===== src/rtl/core/sot_pkg.sv =====
`timescale 1ns / 1ps
package sot_pkg;

  localparam int DEFAULT_MAX_SECTIONS = 16;

  // request kinds on the input tuser
  localparam logic [1:0] REQ_LOAD     = 2'd0;
  localparam logic [1:0] REQ_IMG2FILE = 2'd1;
  localparam logic [1:0] REQ_FILE2IMG = 2'd2;
  localparam logic [1:0] REQ_NONE     = 2'd3;

  // result kinds on the output tuser
  localparam logic [1:0] KIND_PASS = 2'd0;
  localparam logic [1:0] KIND_HIT  = 2'd1;
  localparam logic [1:0] KIND_MISS = 2'd2;

  // configuration register indexes
  localparam logic [1:0] REG_HEADER_SIZE       = 2'd0;
  localparam logic [1:0] REG_FILE_ALIGNMENT    = 2'd1;
  localparam logic [1:0] REG_SECTION_ALIGNMENT = 2'd2;
  localparam logic [1:0] REG_SECTION_COUNT     = 2'd3;

  localparam logic [31:0] RST_HEADER_SIZE       = 32'd0;
  localparam logic [31:0] RST_FILE_ALIGNMENT    = 32'd512;
  localparam logic [31:0] RST_SECTION_ALIGNMENT = 32'd4096;
  localparam logic [4:0]  RST_SECTION_COUNT     = 5'd0;

  typedef struct packed {
    logic [31:0] raw_length;
    logic [31:0] raw_start;
    logic [31:0] virt_length;
    logic [31:0] virt_start;
  } desc_t;

  typedef struct packed {
    logic        hit;
    logic [31:0] mapped;
  } range_res_t;

endpackage


===== src/rtl/core/section_offset_translator.sv =====
`timescale 1ns / 1ps
// load beat: accepted while idle, no result beat
// query beat: accepted while idle, then one descriptor per cycle from the descriptor ram
// through the single range unit (up to min(section_count, MAX_SECTIONS) descriptors),
// then into the output register; pass-through and empty table skip the scan
// the next beat is accepted once the result sits in the output register
// rst clears control state, output valid and configuration registers to reset values; descriptors are not cleared
module section_offset_translator #(
  parameter int MAX_SECTIONS = sot_pkg::DEFAULT_MAX_SECTIONS
) (
  input  logic         clk,
  input  logic         rst,
  input  logic         s_tvalid,
  output logic         s_tready,
  // entry_index[3:0], virt_start[35:4], virt_length[67:36], raw_start[99:68],
  // raw_length[131:100], query_offset[163:132], zero fill
  input  logic [167:0] s_tdata,
  // req_type[1:0]
  input  logic [1:0]   s_tuser,
  output logic         m_tvalid,
  input  logic         m_tready,
  // mapped_offset[31:0], hit_index[35:32], zero fill
  output logic [39:0]  m_tdata,
  // match_kind[1:0]
  output logic [1:0]   m_tuser,
  input  logic         cfg_we,
  input  logic [1:0]   cfg_index,
  input  logic [31:0]  cfg_data
);

  localparam int IDX_W = (MAX_SECTIONS > 1) ? $clog2(MAX_SECTIONS) : 1;

  localparam logic [1:0] ST_IDLE = 2'd0;
  localparam logic [1:0] ST_SCAN = 2'd1;
  localparam logic [1:0] ST_DONE = 2'd2;

  logic [31:0] header_size;
  logic [31:0] file_alignment;
  logic [31:0] section_alignment;
  logic [4:0]  section_count;

  logic [1:0]       state;
  logic             img2file;
  logic [31:0]      offset;
  logic [IDX_W-1:0] idx;
  logic [31:0]      res_mapped;
  logic [1:0]       res_kind;
  logic [3:0]       res_hit;

  logic [1:0]  in_req;
  logic [3:0]  in_entry;
  logic [31:0] in_offset;
  logic        in_fire;
  logic        pass_thru;
  logic [31:0] cnt_lim;
  logic        scan_last;
  logic        slot_ok;
  logic [31:0] idx_ext;

  logic [IDX_W-1:0]    raddr;
  logic [IDX_W-1:0]    waddr;
  sot_pkg::desc_t      wdesc;
  sot_pkg::desc_t      rdesc;
  sot_pkg::range_res_t rres;

  assign in_req    = s_tuser;
  assign in_entry  = s_tdata[3:0];
  assign in_offset = s_tdata[163:132];
  assign s_tready  = (state == ST_IDLE);
  assign in_fire   = s_tvalid && s_tready;

  assign wdesc.virt_start  = s_tdata[35:4];
  assign wdesc.virt_length = s_tdata[67:36];
  assign wdesc.raw_start   = s_tdata[99:68];
  assign wdesc.raw_length  = s_tdata[131:100];

  assign slot_ok = ({28'd0, in_entry} < 32'(MAX_SECTIONS));
  assign waddr   = IDX_W'({28'd0, in_entry});

  assign pass_thru = (in_offset < header_size) || (file_alignment == section_alignment);
  assign cnt_lim   = ({27'd0, section_count} > 32'(MAX_SECTIONS)) ?
                     32'(MAX_SECTIONS) : {27'd0, section_count};
  assign idx_ext   = 32'(idx);
  assign scan_last = (idx_ext + 32'd1) >= cnt_lim;

  // prefetch next descriptor so one is checked every cycle
  assign raddr = (state == ST_SCAN) ? idx + IDX_W'(1) : '0;

  sot_ram #(
    .WIDTH ($bits(sot_pkg::desc_t)),
    .DEPTH (MAX_SECTIONS)
  ) u_desc_ram (
    .clk   (clk),
    .we    (in_fire && (in_req == sot_pkg::REQ_LOAD) && slot_ok),
    .waddr (waddr),
    .wdata (wdesc),
    .raddr (raddr),
    .rdata (rdesc)
  );

  sot_range_unit u_range (
    .desc     (rdesc),
    .img2file (img2file),
    .offset   (offset),
    .res      (rres)
  );

  always_ff @(posedge clk) begin
    if (rst) begin
      header_size       <= sot_pkg::RST_HEADER_SIZE;
      file_alignment    <= sot_pkg::RST_FILE_ALIGNMENT;
      section_alignment <= sot_pkg::RST_SECTION_ALIGNMENT;
      section_count     <= sot_pkg::RST_SECTION_COUNT;
    end else if (cfg_we) begin
      case (cfg_index)
        sot_pkg::REG_HEADER_SIZE:       header_size       <= cfg_data;
        sot_pkg::REG_FILE_ALIGNMENT:    file_alignment    <= cfg_data;
        sot_pkg::REG_SECTION_ALIGNMENT: section_alignment <= cfg_data;
        sot_pkg::REG_SECTION_COUNT:     section_count     <= cfg_data[4:0];
        default: ;
      endcase
    end
  end

  always_ff @(posedge clk) begin
    if (rst) begin
      state <= ST_IDLE;
    end else begin
      case (state)
        ST_IDLE: begin
          if (in_fire && (in_req == sot_pkg::REQ_IMG2FILE ||
                          in_req == sot_pkg::REQ_FILE2IMG)) begin
            if (pass_thru || cnt_lim == 32'd0) begin
              state <= ST_DONE;
            end else begin
              state <= ST_SCAN;
            end
          end
        end
        ST_SCAN: begin
          if (rres.hit || scan_last) begin
            state <= ST_DONE;
          end
        end
        ST_DONE: begin
          if (!m_tvalid || m_tready) begin
            state <= ST_IDLE;
          end
        end
        default: state <= ST_IDLE;
      endcase
    end
  end

  always_ff @(posedge clk) begin
    case (state)
      ST_IDLE: begin
        img2file <= (in_req == sot_pkg::REQ_IMG2FILE);
        offset   <= in_offset;
        idx      <= '0;
        if (pass_thru) begin
          res_mapped <= in_offset;
          res_kind   <= sot_pkg::KIND_PASS;
        end else begin
          res_mapped <= 32'd0;
          res_kind   <= sot_pkg::KIND_MISS;
        end
        res_hit <= 4'd0;
      end
      ST_SCAN: begin
        idx <= idx + IDX_W'(1);
        if (rres.hit) begin
          res_mapped <= rres.mapped;
          res_kind   <= sot_pkg::KIND_HIT;
          res_hit    <= idx_ext[3:0];
        end
      end
      default: ;
    endcase
  end

  always_ff @(posedge clk) begin
    if (rst) begin
      m_tvalid <= 1'b0;
    end else if (state == ST_DONE && (!m_tvalid || m_tready)) begin
      m_tvalid <= 1'b1;
    end else if (m_tready) begin
      m_tvalid <= 1'b0;
    end
  end

  always_ff @(posedge clk) begin
    if (state == ST_DONE && (!m_tvalid || m_tready)) begin
      m_tdata <= {4'd0, res_hit, res_mapped};
      m_tuser <= res_kind;
    end
  end

endmodule


===== src/rtl/core/sot_ram.sv =====
`timescale 1ns / 1ps
module sot_ram #(
  parameter int WIDTH = 128,
  parameter int DEPTH = 16,
  localparam int AW = (DEPTH > 1) ? $clog2(DEPTH) : 1
) (
  input  logic             clk,
  input  logic             we,
  input  logic [AW-1:0]    waddr,
  input  logic [WIDTH-1:0] wdata,
  input  logic [AW-1:0]    raddr,
  output logic [WIDTH-1:0] rdata
);

  logic [WIDTH-1:0] mem [DEPTH];

  always_ff @(posedge clk) begin
    if (we) begin
      mem[waddr] <= wdata;
    end
    rdata <= mem[raddr];
  end

endmodule


===== src/rtl/core/sot_range_unit.sv =====
`timescale 1ns / 1ps
module sot_range_unit (
  input  sot_pkg::desc_t      desc,
  input  logic                img2file,
  input  logic [31:0]         offset,
  output sot_pkg::range_res_t res
);

  logic [31:0] from_start;
  logic [31:0] from_len;
  logic [31:0] to_start;
  logic [31:0] range_end;

  always_comb begin
    if (img2file) begin
      from_start = desc.virt_start;
      from_len   = desc.virt_length;
      to_start   = desc.raw_start;
    end else begin
      from_start = desc.raw_start;
      from_len   = desc.raw_length;
      to_start   = desc.virt_start;
    end
    // end of range wraps mod 2^32
    range_end  = from_start + from_len;
    res.hit    = (offset >= from_start) && (offset < range_end);
    res.mapped = to_start + (offset - from_start);
  end

endmodule


===== config.mk =====
export PLATFORM = sky130hd
export DESIGN_NAME = section_offset_translator
export DESIGN_NICKNAME = d
export VERILOG_FILES = /design/src/rtl/core/sot_pkg.sv /design/src/rtl/core/section_offset_translator.sv /design/src/rtl/core/sot_ram.sv /design/src/rtl/core/sot_range_unit.sv
export SDC_FILE = /design/constraint.sdc
export NUM_CORES = 2
export LEC_CHECK = 0
export BUFFER_PORTS_ARGS = -buffer_cell sky130_fd_sc_hd__buf_2
export CAP_MARGIN = 20
export CELL_PAD_IN_SITES_DETAIL_PLACEMENT = 0
export CELL_PAD_IN_SITES_GLOBAL_PLACEMENT = 1
export CORE_MARGIN = 4
export CORE_UTILIZATION = 57
export DETAILED_ROUTE_END_ITERATION = 8
export PLACE_DENSITY_LB_ADDON = 0.05
export RECOVER_POWER = 100
export SETUP_SLACK_MARGIN = 0.3
export SYNTH_ARGS = -nofsm -noshare
export SYNTH_HDL_FRONTEND = slang
export SYNTH_SLANG_ARGS = --single-unit

===== constraint.sdc =====
create_clock -name clk -period 21 [get_ports clk]
set_input_delay 4.2 -clock clk [delete_from_list [all_inputs] [get_ports clk]]
set_output_delay 4.2 -clock clk [all_outputs]
set_load 0.02 [all_outputs]

==> metrics.yaml <==
numCtsBuffers: 232
gp_congestion: 0.9125
ys_ff_latch: 2393
required_ps: 21210
num_rows: 151
finalNetCount: 7267
start_util_pct: 57.57
fin_setup_tns_ps: 0
drt_iter0_markers: 5641
worstHoldEndpoint: "m_tdata[23]"
hp-start: "res_mapped[23]"
tightest_slew_ps: 8693
cp_slowest_cell: "clkbuf_1"
path_class: "primary input to register"
cts_max_level: 4
clockPowerShare_pct: 32.8
synth-edff-count: 2161
critical_path.startpoint_type: "primary input"
drt_first_pass_iters: 6
insertion_delay_ps: 870
postCtsSetupBuffers: 0
crit_path_end_kind: "register"
ys.flop_type: "edfxtp_1"
syn_area_per_cell_sq_um: 14.68
seqPwrFrac_pct: 44.3
cp.depth: 8
grt_util_all_layers_pct: 28.17
ys_warn_count: 0
period_needed_ps: 13630
cpPeakStageDelay_ps: 5910
die_w_um: 422.6
timing.hold.ws_ps: 415.9
power_leakage_uw: 0.03643
path_buf_inv: 4
cts_root_buf: "clkbuf_16"
avgRoutedWirePerCell_um: 27.16
ir_drop_v: 0.0001451
cap_violations: 66
ff2ff_setup_slack_ps: 7710
violations: "max-capacitance violations, max-slew violations"
layout_setup_ws_ps: 7373
design.die.area_sq_um: 178600
post-place-ws_ps: 12580
cts_resized: 0
yosysSeqAreaShare_pct: 70.96
crit_path_max_fanout: 89
r2r_end: "u_desc_ram.rdata[21]"
ctsHoldBuffers: 0
cp.arrival_ps: 13840
antenna_found_initial: 47
final_cell_area_sq_um: 108600
path_clk_slew_ps: 60
ff2ff_path_depth: 10
path_cells: "buf_2 > inv_1 > ha_1 > nand3_1 > or3_1 > nor2_4 > clkbuf_1 > clkbuf_1"
setup_violations: 0
slew_viol_final: 2930
crit_path_frequent_cell: "clkbuf_1"
rsz0062_at_grt: "false"
wirelength_mm: 255.1
grt_pass1_vias: 55558
via_per_inst: 6.112
cts_sinks: 2393
pin_count: 253
ys_types: 75
grt_max_degree: 135
finClkSkew_ps: 48.31
drc: 0
place.detailed.hpwl_mm: 141.8
p_per_area_nw_per_um2: 113.5
area_delta_synth_final_pct: 10.85
drtAntennaViolNets: 0
max_clock_freq_mhz: 73.38
gr-total-overflow: 0
cts_buffer_depth: 3
cp_top_family: "buffers and inverters"
power_switching_uw: 3601
drive_gt1_share_pct: 8.812
io_buffers: 244
coreArea_sq_um: 170200
period_share_pct: 64.89
hold_depth: 0
combPwrFrac_pct: 22.9
hold_class: "register to register"
status: "finished with violations"
vias: 57404
synthCells: 6675
slew_headroom_pct: -479.5
fp.dieH_um: 422.6
internal_power_uw: 8728
synthArstFlopShare_pct: 0
hold_viol_final: 0
reg2reg_from: "state[1]"
grt_pass1_wl_mm: 371.4
synth.cell_area_sq_um: 98000
p_sw_share_pct: 29.20
dpl-instance-area_sq_um: 101800
cts_tree: "done"
## logic make-up after synthesis
kind of cell               count (synthesis)  synth area share, %
AOI/OAI and AO/OA                       1144                7.819
xor gates and xnor gates                  87               0.7776
adders and majority gates                197                2.760
buffers and inverters                    578                2.296
DFF                                     2393                70.96
muxes                                    723                8.476
other                                      1             0.003827
and+or+nand+nor                         1552                6.910
## synthesized netlist by cell type, types with 76 or more instances
cell      count  area share [%]
nand3_1     164            0.84
ha_1        165             2.1
inv_1       171            0.65
nand2_1    1019             3.9
a211oi_1    180             1.4
clkbuf_1    314             1.2
mux4_2       76             1.7
edfxtp_1   2161              66
nor2b_1     179             1.1
nor2_1       81            0.31
a21oi_1     349             1.8
dfxtp_1     232             4.7
o21ai_0     123            0.63
a311oi_1    246             2.2
mux2i_1     552             5.6
mux2_2       95             1.1
## layout by cell type (no fill, tap or decap), types with 32 or more instances in the layout
cell and instances:
mux2i_1 552, o22ai_1 56, nand3_1 164, dfxtp_1 232, nor2_1 75, clkbuf_16 233, inv_1 172, o21ai_0 123
mux4_2 76, nor2b_1 179, nand2_1 1019, clkbuf_1 333, ha_1 164, xor2_1 58, fa_1 32, a31oi_1 62
edfxtp_1 2161, clkinv_2 43, clkinv_1 34, a21oi_1 348, buf_2 44, a21o_1 43, buf_4 40, mux2_2 95
a311oi_1 246, a211oi_1 180
## worst max path at each step
stage	end	slack [ps]	start
after CTS	u_desc_ram.mem[10][28]	13510	s_tuser[1]
after global placement	u_desc_ram.mem[11][21]	12590	s_tuser[1]
after floorplan	u_desc_ram.mem[0][0]	6660	s_tuser[1]
after global routing	u_desc_ram.rdata[25]	6690	state[1]
final	u_desc_ram.mem[12][15]	7370	s_tuser[1]
after detailed placement	u_desc_ram.mem[10][19]	12580	s_tuser[1]
## power by group through the flow
stage / Combinational [uW] / Sequential, uW / Clock, uW
2_1_floorplan: 2010 / 5540 / 0
3_3_place_gp: 2760 / 5550 / 0
3_5_place_dp: 2790 / 5550 / 0
4_1_cts: 2800 / 5450 / 4100
5_1_grt: 3100 / 5470 / 4320
6_report: 2820 / 5470 / 4040
## routing by layer
metal / GRT usage, % / share of wire (%) / up-vias
met3: 4.772 / 7.5 / 397
met1: 40.07 / 43 / 29083
met4: 8.408 / 2.6 / 22
met5: 0 / 0.056 / -
met2: 45.12 / 47 / 2106
li1: - / - / 25796
## registers in the layout (all words and copies together) (netlist names)
register,flops
u_desc_ram.mem,2048
u_desc_ram.rdata,128
m_tdata,36
file_alignment,32
header_size,32
offset,32
res_mapped,32
section_alignment,32
section_count,5
idx,4
res_hit,4
m_tuser,2
res_kind,2
state,2
img2file,1
m_tvalid,1
## layout make-up
| class | instances | area (sq um) |
|---|---|---|
| inverters | 177 | 681.9 |
| clock buffers | 337 | 6501 |
| multi-input cells | 3707 | 26320 |
| well taps | 2295 | 2872 |
| flip-flops and latches | 2393 | 69540 |
| clock inverters | 106 | 993.5 |
| fillers | 12400 | 61590 |
| repair buffers | 350 | 1665 |
| diodes | 27 | 67.56 |
## worst reg2reg max path, cell delays in order (launching register included)
cell,delay [ps]
dfxtp_1,450
inv_1,230
nand2_1,1230
clkinv_1,210
clkbuf_1,760
nand2b_1,1760
clkinvlp_2,4420
clkbuf_1,1570
clkbuf_1,1020
mux4_2,840
a21oi_1,610
## through the flow
| stage | std cells | total power (uW) | util (%) |
|---|---|---|---|
| after floorplan | 6678 | 7550 | - |
| after detailed placement | 8922 | 8342 | 59.78 |
| final | 9392 | 12330 | 63.82 |
| after global placement | 8922 | 8308 | 59.78 |
| after global routing | 9379 | 12890 | 63.80 |
| after CTS | 9365 | 12360 | 64.18 |
No activity file was read; power rests on OpenSTA's default activity.
